$ cat config.mk
export PLATFORM = sky130hd
export DESIGN_NAME = cmeg_div_cell
export DESIGN_NICKNAME = d
export VERILOG_FILES = /design/src/cmeg_pkg.sv /design/src/cmeg_div_cell.sv
export SDC_FILE = /design/constraint.sdc
export NUM_CORES = 1
export LEC_CHECK = 0
export BUFFER_PORTS_ARGS = -buffer_cell sky130_fd_sc_hd__buf_2
export CORE_MARGIN = 8
export CORE_UTILIZATION = 46
export DETAILED_ROUTE_END_ITERATION = 10
export HOLD_SLACK_MARGIN = 0.05
export PLACE_DENSITY = 0.88
export SKIP_CTS_REPAIR_TIMING = 1
export SYNTH_ARGS = -nofsm -noshare
export SYNTH_HDL_FRONTEND = slang
export SYNTH_SLANG_ARGS = --single-unit
$ cat constraint.sdc
create_clock -name i_clk -period 3.21 [get_ports i_clk]
set_input_delay 0.642 -clock i_clk [delete_from_list [all_inputs] [get_ports i_clk]]
set_output_delay 0.642 -clock i_clk [all_outputs]
set_load 0.005 [all_outputs]
$ cat src/cmeg_pkg.sv
// Shared types and constants for the cylinder mesh element generator.
// Used by the divider cell, the Horner cell and the top level.
package cmeg_pkg;

    typedef enum logic [3:0] {
        REQ_SIDE_VTX   = 4'd0,
        REQ_TOP_RIM    = 4'd1,
        REQ_BOT_RIM    = 4'd2,
        REQ_TOP_CTR    = 4'd3,
        REQ_BOT_CTR    = 4'd4,
        REQ_SIDE_TRI_A = 4'd5,
        REQ_SIDE_TRI_B = 4'd6,
        REQ_TOP_TRI    = 4'd7,
        REQ_BOT_TRI    = 4'd8
    } t_req;

    typedef enum logic [2:0] {
        CFG_TOP_RADIUS      = 3'd0,
        CFG_BOTTOM_RADIUS   = 3'd1,
        CFG_CYL_HEIGHT      = 3'd2,
        CFG_AXIAL_SEGMENTS  = 3'd3,
        CFG_HEIGHT_SEGMENTS = 3'd4,
        CFG_VERTEX_COLOR    = 3'd5
    } t_cfg_idx;

    localparam int QW    = 17;
    localparam int REM_W = 10;
    localparam int DIV_W = REM_W + QW;

    localparam logic [31:0] SIN_COEF [6] = '{
        32'd1686629713, 32'd693598668, 32'd85569306,
        32'd5026993, 32'd172272, 32'd3864
    };

    typedef struct packed {
        logic [REM_W-1:0] rem;
        logic [QW-1:0]    word;
    } t_div;

    typedef struct packed {
        logic [31:0] acc;
        logic [30:0] u2;
        logic [30:0] u;
        logic        neg;
    } t_trig;

    typedef struct packed {
        logic signed [17:0] pos_x;
        logic signed [17:0] pos_y;
        logic signed [17:0] pos_z;
        logic [31:0]        color;
        logic [16:0]        index_a;
        logic [16:0]        index_b;
        logic [16:0]        index_c;
        logic               bad;
    } t_out;

    typedef struct packed {
        logic               valid;
        logic [3:0]         typ;
        logic               bad;
        logic               vtx;
        logic               center;
        logic [8:0]         ring;
        logic [8:0]         seg;
        logic [16:0]        ia;
        logic [16:0]        ib;
        logic [16:0]        ic;
        logic signed [26:0] rnum;
        logic [DIV_W-1:0]   ydiv;
        logic               yneg;
        logic               xneg;
        logic               zneg;
    } t_side;

endpackage

$ cat src/cmeg_div_cell.sv
// One restoring division step: shifts in a dividend bit and emits a quotient bit.
// Depends on cmeg_pkg for the cell word layout.
module cmeg_div_cell (
    input  logic                      i_clk,
    input  logic                      i_en,
    input  logic [cmeg_pkg::REM_W-1:0] i_div,
    input  cmeg_pkg::t_div            i_d,
    output cmeg_pkg::t_div            o_d
);
    import cmeg_pkg::*;

    logic [REM_W:0] w_t;
    logic           w_ge;
    t_div           n_d;
    t_div           r_d;

    always_comb begin
        w_t       = {i_d.rem, i_d.word[QW-1]};
        w_ge      = w_t >= {1'b0, i_div};
        n_d.rem   = w_ge ? REM_W'(w_t - {1'b0, i_div}) : w_t[REM_W-1:0];
        n_d.word  = {i_d.word[QW-2:0], w_ge};
    end

    always_ff @(posedge i_clk) begin
        if (i_en) begin
            r_d <= n_d;
        end
    end

    assign o_d = r_d;

endmodule

### Yosys cells after proc, flatten, opt, wreduce, memory -nomap -nowiden

Index checks and enable logic that the tools add are counted.

* output and inout bits: 27
* input port bits: 39
* bits in latches: 0
* memories kept: 0
* memory bits (writable): 0
* flip-flop bits (word level): 27
* ROM bits: 0
* logic and storage cells: 5

* add/sub/neg operators: 1
* multiplexer cells: 1
* shifts and indexed selects: 0
* magnitude comparators: 1
* reductions and logical operators: 0
* equal/unequal tests: 0
* bitwise operators: 0
* $mul: 0
* divide/modulo/power cells: 0

Operators by type and width (count)
* $ge 11x10->1: 1
* $mux 10: 1
* $sub 10x10->10: 1

### Longest topological paths before layout

* depth in word-level cells: 2
* mapped depth: 9
* gate-level depth less buffers: 9

### Worst setup path before layout

OpenSTA, ideal clock, no wires.

* path kind: input-to-reg
* from: input port i_d[16] (netlist bit)
* to: register r_d, in the netlist o_d[25] (data pin)
* path buffers: 0
* required time: 2.950 ns
* setup time: 0.260 ns
* cell stages on the path: 9
* arrival: 2.240 ns
* slack: 0.710 ns
* cells stage by stage: inv_1 ha_1 inv_1 fa_1 a211oi_1 o21bai_1 a221oi_1 xnor2_1 mux2_4

RTL lines
* start: declaration: RTL line cmeg_div_cell.sv:7 `input cmeg_pkg::t_div i_d,`
* end signal: assignment: RTL line cmeg_div_cell.sv:26 `r_d <= n_d;`
* end: declaration: RTL line cmeg_div_cell.sv:15 `t_div r_d;`

==> flow_summary.ini <==
[status]
outcome = finished clean

[clock_network]
ctsRootBufferMaster = clkbuf_4
cts_tree = built
cts.path.max_buffers = 2
clock_sinks = 27
numCtsBuffers = 3
htree_levels = 1
clk_pin_slew_ns = 0.12

[route]
drc = 0
vias_per_cell = 5.26
drt_wl_total_mm = 3.16
wl_per_cell_um = 15.5
vias = 1073
dr.pass1.iters = 4
drtIter0Drc = 37
route.antenna.remaining_nets = 0

[floorplan]
start_util_pct = 47.7
die_area_sq_um = 5160
core_sq_um = 3000
fp-row-count = 20
die_y_um = 71.8
io_pins = 66
die_w_um = 71.8

[worst_setup_path]
cp_slowest_cell = fa_1
worst-path-buf-inv = 3
critPathTopFamily = compound AO/OA/AOI/OAI gates
cp_common_cell = inv_1
worstSetupPathType = primary input to flip-flop
cp-start-kind = primary input
slowest_delay_ns = 0.42
worst_ep_required_time_ns = 3.28
cp_max_fo = 3
crit_chain = buf_2, inv_1, ha_1, inv_1, fa_1, a211oi_1, o21bai_1, a221oi_1, xnor2_1, mux2_4
crit_path_end_kind = flip-flop
cp_data_arrival_time_ns = 2.58

[placement]
gp_congestion = 1.03
post-place-ws_ns = 0.366
io_buffer_count = 65
place_hpwl_mm = 2.68

[timing]
finalCritPeriodShare_pct = 78.4
tightest_slew_ns = 0.568
rsz0062_at_grt = no
period_needed_ns = 2.52
hold_ws_ns = 0.506
tns_ns = 0
drv_slew = 0
timing.fmax_mhz = 398
hold_viol = 0
relSlewSlack_pct = 62.1
finalSetupViolCount = 0
fin_ws_ns = 0.694

[pwr]
cellPowerDensity_nw_per_um2 = 430
power.leakage_uw = 0.000857
peakVddDrop_uv = 163

[yosys]
ys_warn_count = 0
synth_nets = 152
syn-cell-area_sq_um = 1430
ys.flop_type = edfxtp_1
synth_edf_count = 27
postSynthAreaPerCell_sq_um = 14.1
ys_types = 32
async_reset_ff_share_pct = 0
syn-instance-count = 102
ys_seq_elements = 27
yosysSeqAreaShare_pct = 56.5

[global_route]
grt-ovfl-total = 0
grt_max_degree = 28
grt_usage_pct = 11.9
antenna_found_initial = 0
grt_pass1_wl_mm = 4.96
grt_pass1_vias = 1111

[finish]
nets = 222
multi_input_area_sq_um = 572
drive_above_1_share_pct = 46.8
largest_reg_flops = 27
fill_cells = 266
antennaDiodeCount = 0
regArea_sq_um = 811
area_growth_pct = 27.4

[flow_run]
cap_violations = 0

[worst_hold_path]
hp-class = primary input to flip-flop
## final timing paths
| kind | startpoint | cells past startpoint | to | slack, ns |
|---|---|---|---|---|
| max | i_d[16] | 10 | o_d[25]$_DFFE_PP_ | 0.69 |
| min | i_d[11] | 1 | o_d[12]$_DFFE_PP_ | 0.51 |
## kinds of logic (layout without fill, tap and decap cells)
logic type                 count (synthesis)  count (layout)  synth area share (%)
adders and majority gates                 11              11                  10.1
AOI/OAI and AO/OA                         19              19                  10.8
DFF                                       27              27                  56.5
muxes                                      9               9                  8.81
and+or+nand+nor                           16              16                  5.85
buffers and inverters                     13              82                  3.58
xor gates and xnor gates                   7               7                  4.28
## report_power, final
| group | leakage (uW) | switching, uW | internal [uW] |
|---|---|---|---|
| Clock | 0.0000150 | 83.1 | 48.3 |
| Combinational | 0.000577 | 102 | 111 |
| Sequential | 0.000264 | 7.53 | 434 |
| Total | 0.000857 | 192 | 594 |
## layout make-up
| type | count | area share (%) |
|---|---|---|
| Sequential cell | 27 | 44.4 |
| Multi-Input combinational cell | 62 | 31.3 |
| Timing Repair Buffer | 65 | 17.8 |
| Inverter | 13 | 2.81 |
| Tap cell | 33 | 2.26 |
| Clock buffer | 4 | 1.44 |
## cells in the mapped netlist (2+ instances only)
library cell	count	share of area, %
nand2_1	5	1.3
o21ai_0	2	0.70
xor2_1	2	1.2
inv_1	12	3.1
ha_1	10	8.7
mux2_4	7	7.3
nor4_1	2	0.87
a21o_1	2	1.0
nor2_1	3	0.79
edfxtp_1	27	57
a21oi_1	5	1.7
xnor2_1	5	3.1
## per-layer routing
| metal | global-route usage (%) | vias up | wire (um) | part of all wire, % |
|---|---|---|---|---|
| li1 | - | 515 | - | - |
| met1 | 12.4 | 498 | 1270 | 40 |
| met2 | 21.6 | 56 | 1520 | 48 |
| met3 | 4.18 | 4 | 323 | 10 |
| met4 | 4.31 | 0 | 42 | 1.3 |
| met5 | 0 | - | 0 | 0 |
## placed cells by master, fill, tap and decap left out, drive strengths merged, types with 3 or more instances in the layout
cell type,n
mux2,8
nand2,5
buf,65
inv,13
a21oi,5
clkbuf,4
ha,10
edfxtp,27
nor2,3
xnor2,5
## metrics by stage
step | instances | power, uW | utilization, % | instance area, sq um
6_report | 204 | 786 | 60.8 | 1830
5_1_grt | 204 | 828 | 60.8 | 1830
4_1_cts | 204 | 797 | 60.8 | 1830
3_5_place_dp | 200 | 665 | 60.0 | 1800
3_3_place_gp | 200 | 655 | 60.0 | 1800
2_1_floorplan | 102 | 575 | - | 1430
Power figures use the tool's default switching activity.
