==> src/cmeg_pkg.sv <==
// Shared types and constants for the cylinder mesh element generator.
// Used by the divider cell, the Horner cell and the top level.
package cmeg_pkg;

    typedef enum logic [3:0] {
        REQ_SIDE_VTX   = 4'd0,
        REQ_TOP_RIM    = 4'd1,
        REQ_BOT_RIM    = 4'd2,
        REQ_TOP_CTR    = 4'd3,
        REQ_BOT_CTR    = 4'd4,
        REQ_SIDE_TRI_A = 4'd5,
        REQ_SIDE_TRI_B = 4'd6,
        REQ_TOP_TRI    = 4'd7,
        REQ_BOT_TRI    = 4'd8
    } t_req;

    typedef enum logic [2:0] {
        CFG_TOP_RADIUS      = 3'd0,
        CFG_BOTTOM_RADIUS   = 3'd1,
        CFG_CYL_HEIGHT      = 3'd2,
        CFG_AXIAL_SEGMENTS  = 3'd3,
        CFG_HEIGHT_SEGMENTS = 3'd4,
        CFG_VERTEX_COLOR    = 3'd5
    } t_cfg_idx;

    localparam int QW    = 17;
    localparam int REM_W = 10;
    localparam int DIV_W = REM_W + QW;

    localparam logic [31:0] SIN_COEF [6] = '{
        32'd1686629713, 32'd693598668, 32'd85569306,
        32'd5026993, 32'd172272, 32'd3864
    };

    typedef struct packed {
        logic [REM_W-1:0] rem;
        logic [QW-1:0]    word;
    } t_div;

    typedef struct packed {
        logic [31:0] acc;
        logic [30:0] u2;
        logic [30:0] u;
        logic        neg;
    } t_trig;

    typedef struct packed {
        logic signed [17:0] pos_x;
        logic signed [17:0] pos_y;
        logic signed [17:0] pos_z;
        logic [31:0]        color;
        logic [16:0]        index_a;
        logic [16:0]        index_b;
        logic [16:0]        index_c;
        logic               bad;
    } t_out;

    typedef struct packed {
        logic               valid;
        logic [3:0]         typ;
        logic               bad;
        logic               vtx;
        logic               center;
        logic [8:0]         ring;
        logic [8:0]         seg;
        logic [16:0]        ia;
        logic [16:0]        ib;
        logic [16:0]        ic;
        logic signed [26:0] rnum;
        logic [DIV_W-1:0]   ydiv;
        logic               yneg;
        logic               xneg;
        logic               zneg;
    } t_side;

endpackage

==> src/cmeg_horner_cell.sv <==
// One Horner step of the quarter-wave sine polynomial in Q30.
// Depends on cmeg_pkg for the lane word layout.
module cmeg_horner_cell #(
    parameter logic [31:0] COEF = 32'd0
) (
    input  logic            i_clk,
    input  logic            i_en,
    input  cmeg_pkg::t_trig i_t,
    output cmeg_pkg::t_trig o_t
);
    import cmeg_pkg::*;

    logic [62:0] w_prod;
    t_trig       n_t;
    t_trig       r_t;

    always_comb begin
        w_prod    = 63'(i_t.acc) * 63'(i_t.u2);
        n_t       = i_t;
        n_t.acc   = COEF - w_prod[61:30];
    end

    always_ff @(posedge i_clk) begin
        if (i_en) begin
            r_t <= n_t;
        end
    end

    assign o_t = r_t;

endmodule

==> config.mk <==
export PLATFORM = sky130hd
export DESIGN_NAME = cmeg_horner_cell
export DESIGN_NICKNAME = d
export VERILOG_FILES = /design/src/cmeg_pkg.sv /design/src/cmeg_horner_cell.sv
export SDC_FILE = /design/constraint.sdc
export NUM_CORES = 2
export LEC_CHECK = 0
export BUFFER_PORTS_ARGS = -buffer_cell sky130_fd_sc_hd__buf_2
export CAP_MARGIN = 20
export CORE_MARGIN = 2
export CORE_UTILIZATION = 58
export CTS_BUF_LIST = sky130_fd_sc_hd__clkbuf_16
export DETAILED_ROUTE_END_ITERATION = 16
export MAX_ROUTING_LAYER = met4
export PLACE_DENSITY = 0.85
export SETUP_SLACK_MARGIN = 0.3
export SLEW_MARGIN = 40
export SYNTH_ARGS = -nofsm -noshare
export SYNTH_HDL_FRONTEND = slang
export SYNTH_SLANG_ARGS = --single-unit
==> constraint.sdc <==
create_clock -name i_clk -period 10.9 [get_ports i_clk]
set_clock_uncertainty 0.15 [all_clocks]
set_input_delay 1.635 -clock i_clk [delete_from_list [all_inputs] [get_ports i_clk]]
set_output_delay 1.635 -clock i_clk [all_outputs]
set_load 0.02 [all_outputs]
======== Word-level counts from Yosys, hierarchy flattened ========
Cells that the tools add are included.
storage, ports and cells
  latch bits .............................. 0
  bits in registers ....................... 95
  RAM bits ................................ 0
  memories ................................ 0
  output and inout bits ................... 95
  input port bits ......................... 97
  ROM bits ................................ 0
  logic and storage cells ................. 6
operators by class
  bitwise operators ....................... 0
  $mul .................................... 1
  divide/modulo/power cells ............... 0
  add/subtract/negate cells ............... 1
  order comparisons ....................... 0
  multiplexer cells ....................... 0
  reduce and logical (&&, ||, !) cells .... 0
  shift operators ......................... 0
  equality and inequality tests ........... 0
operators by type and width
  cell                                               count
  multiplier 32 x 31 -> 62 bit                       1
  subtractor 1 x 32 -> 32 bit, first input constant  1

======== Longest topological paths before layout ========
  depth in word-level cells ............... 2
  mapped depth ............................ 32
  depth with buffers taken out ............ 29

======== Worst setup path before layout ========
No wires, ideal clock.
  path kind ............................... in2reg
  from .................................... in i_t[40] (netlist bit)
  to ...................................... reg r_t (netlist bit o_t[89]), data pin
  arrival time ............................ 9.050 ns
  buffers on the path ..................... 1
  stages on the path ...................... 25
  setup time .............................. 0.286 ns
  required time ........................... 10.464 ns
  setup slack ............................. 1.414 ns
  cells stage by stage .................... clkbuf_1 and2_1 fa_1 fa_1 inv_1 fa_1 fa_1 inv_1 fa_1 fa_1 fa_1 fa_1 ha_1 nand2_1 or3_1 o311ai_2 a21oi_1 xnor2_1 inv_1 ha_1 nor3b_1 nand4_1 nor4_2 nand2_1 xor2_1
RTL lines
  what                  RTL line                text
  start, declared       cmeg_horner_cell.sv:8   input cmeg_pkg::t_trig i_t,
  end signal, assigned  cmeg_horner_cell.sv:25  r_t <= n_t;
  end, declared         cmeg_horner_cell.sv:15  t_trig r_t;

==> metrics.md <==
| Metric | Value |
|---|---|
| Period Utilization, post-route | 92.8% |
| Number of synthesized flops with an enable pin | 95 |
| Multi-input logic area | 28800 sq um |
| Initial Util | 58.7% |
| # clock sinks | 95 |
| Mean Syn Cell Area | 9.38 sq um |
| Fraction of layout cells with a size suffix above 1 | 7.47% |
| Initial drt markers | 1821 |
| Number of core rows | 90 |
| Most frequent cells in the layout | fa_1, inv_1, nand2_1 |
| Critical path's slowest cell | fa_1 |
| Worst Setup Start Kind | input port |
| Ys flop type | edfxtp_1 |
| Syn. warnings | 0 |
| Die H | 251 um |
| Syn Std Cell Area | 35400 sq um |
| Commonest non-fill, non-tap cell in the layout | fa_1 |
| Gpl congestion | 0.986 |
| Core area | 60400 sq um |
| Yosys cell types | 74 |
| Initial antenna violation count | 3 |
| Worst Setup End Kind | flip-flop |
| Yosys reg bits | 95 |
| Setup CP Type | in -> reg |
| Die ar. | 63100 sq um |
| TNS Setup | 0 ns |
| FF/Latch Area | 2850 sq um |
| RSZ-0062 raised after global routing | no |
| Most frequent CP cell | fa_1 |
| Sequential area share after synthesis | 8.05% |
| Req. time, crit path | 10.90 ns |
| Max incr delay on CP | 0.56 ns |
| Status | completed |
| Max-Cap Viols | 0 |
| Detailed placement HPWL | 75.3 mm |
| Final setup viols | 0 |
| F_max | 98.8 MHz |
| Worst-path clk slew | 0.07 ns |
| Vias in the first global route | 28832 |
| Count of pins over their slew limit | 0 |
| I/O Buffers | 191 |
| IO Count | 192 |
| Final antenna-violating net count | 0 |
| GR Util All Layers | 31.5% |
| Synth Net Count | 4986 |
| Routed vias/inst | 5.69 |
| Total number of vias | 26268 |
| Largest net degree at the start of global routing | 69 |
| Die Span X | 251 um |
| Syn Inst Count | 3777 |
| Drt total wl | 90.7 mm |
| DRC viols | 0 |
| Hold Path Cell Cnt | 1 |
| Async SR Flop Fraction | 0% |
| H-tree Lvls | 3 |
| WP data arrival | 10.12 ns |
| Final hold vios | 0 |
| Worst hold endpoint | o_t[21] |
| Tmin final | 10.12 ns |
| Area grow syn2layout | 5.35% |
| Measured slew at the worst slew-check pin | 0.775 ns |
| Clock Path Buffers | 2 |
| Filler cells | 4854 |
| Num CTS Buffers | 9 |
| Drt wl/cell | 19.7 um |
| Hold Path Origin | i_t[21] |
| First-pass DRT Iterations | 8 |
| TritonCTS clock tree | done |
| Max reg flops | 95 |
| Slew margin rel. | 48.4% |
| First-pass GRT wire length | 150 mm |
| # nets final | 5034 |
| Post-CTS setup repair buffer count | 0 |
| Remaining global-route overflow | 0 |
| Hold crit path type | in -> reg |
| Post-cts repair resize count | 0 |
| Hold_buf cts | 0 |
| Clock Tree Root | clkbuf_16 |
| Worst-path fanout max | 26 |
==> routing by layer <==
metal	global-route usage [%]	up-vias	routed length [um]
li1	-	11290	-
met1	39.3	13417	34300
met2	53.0	1305	45700
met3	4.64	256	7320
met4	10.6	0	3320
met5	-	-	0
==> critical path: cells and delay by family <==
kind	cells	cell delay, ns
compound gates	6	1.68
xor+xnor	2	0.27
fa+ha+maj	9	4.37
buf+inv	5	1.08
mux	1	0.19
simple gates	4	0.86
==> per-stage QoR <==
step | std cells | hold slack [ns] | instance area (sq um) | setup WS [ns] | utilization [%]
after global routing | 4614 | 1.25 | 37300 | 0.363 | 61.9
final | 4615 | 1.25 | 37300 | 0.781 | 61.9
after detailed placement | 4596 | 1.66 | 37000 | 0.317 | 61.3
after CTS | 4612 | 1.24 | 37300 | 0.736 | 61.8
after floorplan | 3777 | 1.58 | 35400 | 1.41 | -
after global placement | 4596 | 1.66 | 37000 | 0.547 | 61.3
==> how the worst max path moves through the flow <==
| stage | startpoint | to | slack (ns) | cells after the start |
|---|---|---|---|---|
| after floorplan | i_t[40] | o_t[89] | 1.41 | 25 |
| after global placement | i_t[82] | o_t[94] | 0.55 | 29 |
| after detailed placement | i_t[81] | o_t[93] | 0.32 | 27 |
| after CTS | i_t[81] | o_t[93] | 0.74 | 27 |
| after global routing | i_t[81] | o_t[94] | 0.36 | 27 |
| final | i_t[39] | o_t[94] | 0.78 | 27 |
==> logic make-up (layout without fill, tap and decap cells) <==
| logic type | Yosys count | count (layout) | synth area share, % |
|---|---|---|---|
| fa+ha+maj | 1112 | 1112 | 57.6 |
| xor+xnor | 56 | 56 | 1.41 |
| compound gates | 218 | 218 | 3.98 |
| mux | 10 | 10 | 0.304 |
| flops | 95 | 95 | 8.05 |
| simple gates | 1268 | 1268 | 17.9 |
| other cells | 0 | 3 | 0 |
| buf+inv | 1018 | 1071 | 10.8 |
==> synthesized netlist by cell type (39+ instances only) <==
cell / count / area, sq um
a21oi_1: 73 / 365
and2_1: 500 / 3130
clkbuf_1: 203 / 762
edfxtp_1: 95 / 2850
fa_1: 864 / 17300
ha_1: 248 / 3100
inv_1: 807 / 3030
nand2_1: 587 / 2200
nor2_1: 62 / 233
o21ai_0: 39 / 195
xnor2_1: 44 / 385
==> final cells by class <==
cell class                      count  area share, %
Antenna cell                        3         0.0201
Clock buffer                        9          0.603
Clock inverter                      7          0.221
Inverter                          807           8.11
Multi-Input combinational cell   2664           77.1
Sequential cell                    95           7.64
Tap cell                          782           2.62
Timing Repair Buffer              248           3.72
Power is not shown: default switching activity piles up to over one toggle a cycle in this logic, so the estimate is an artifact.
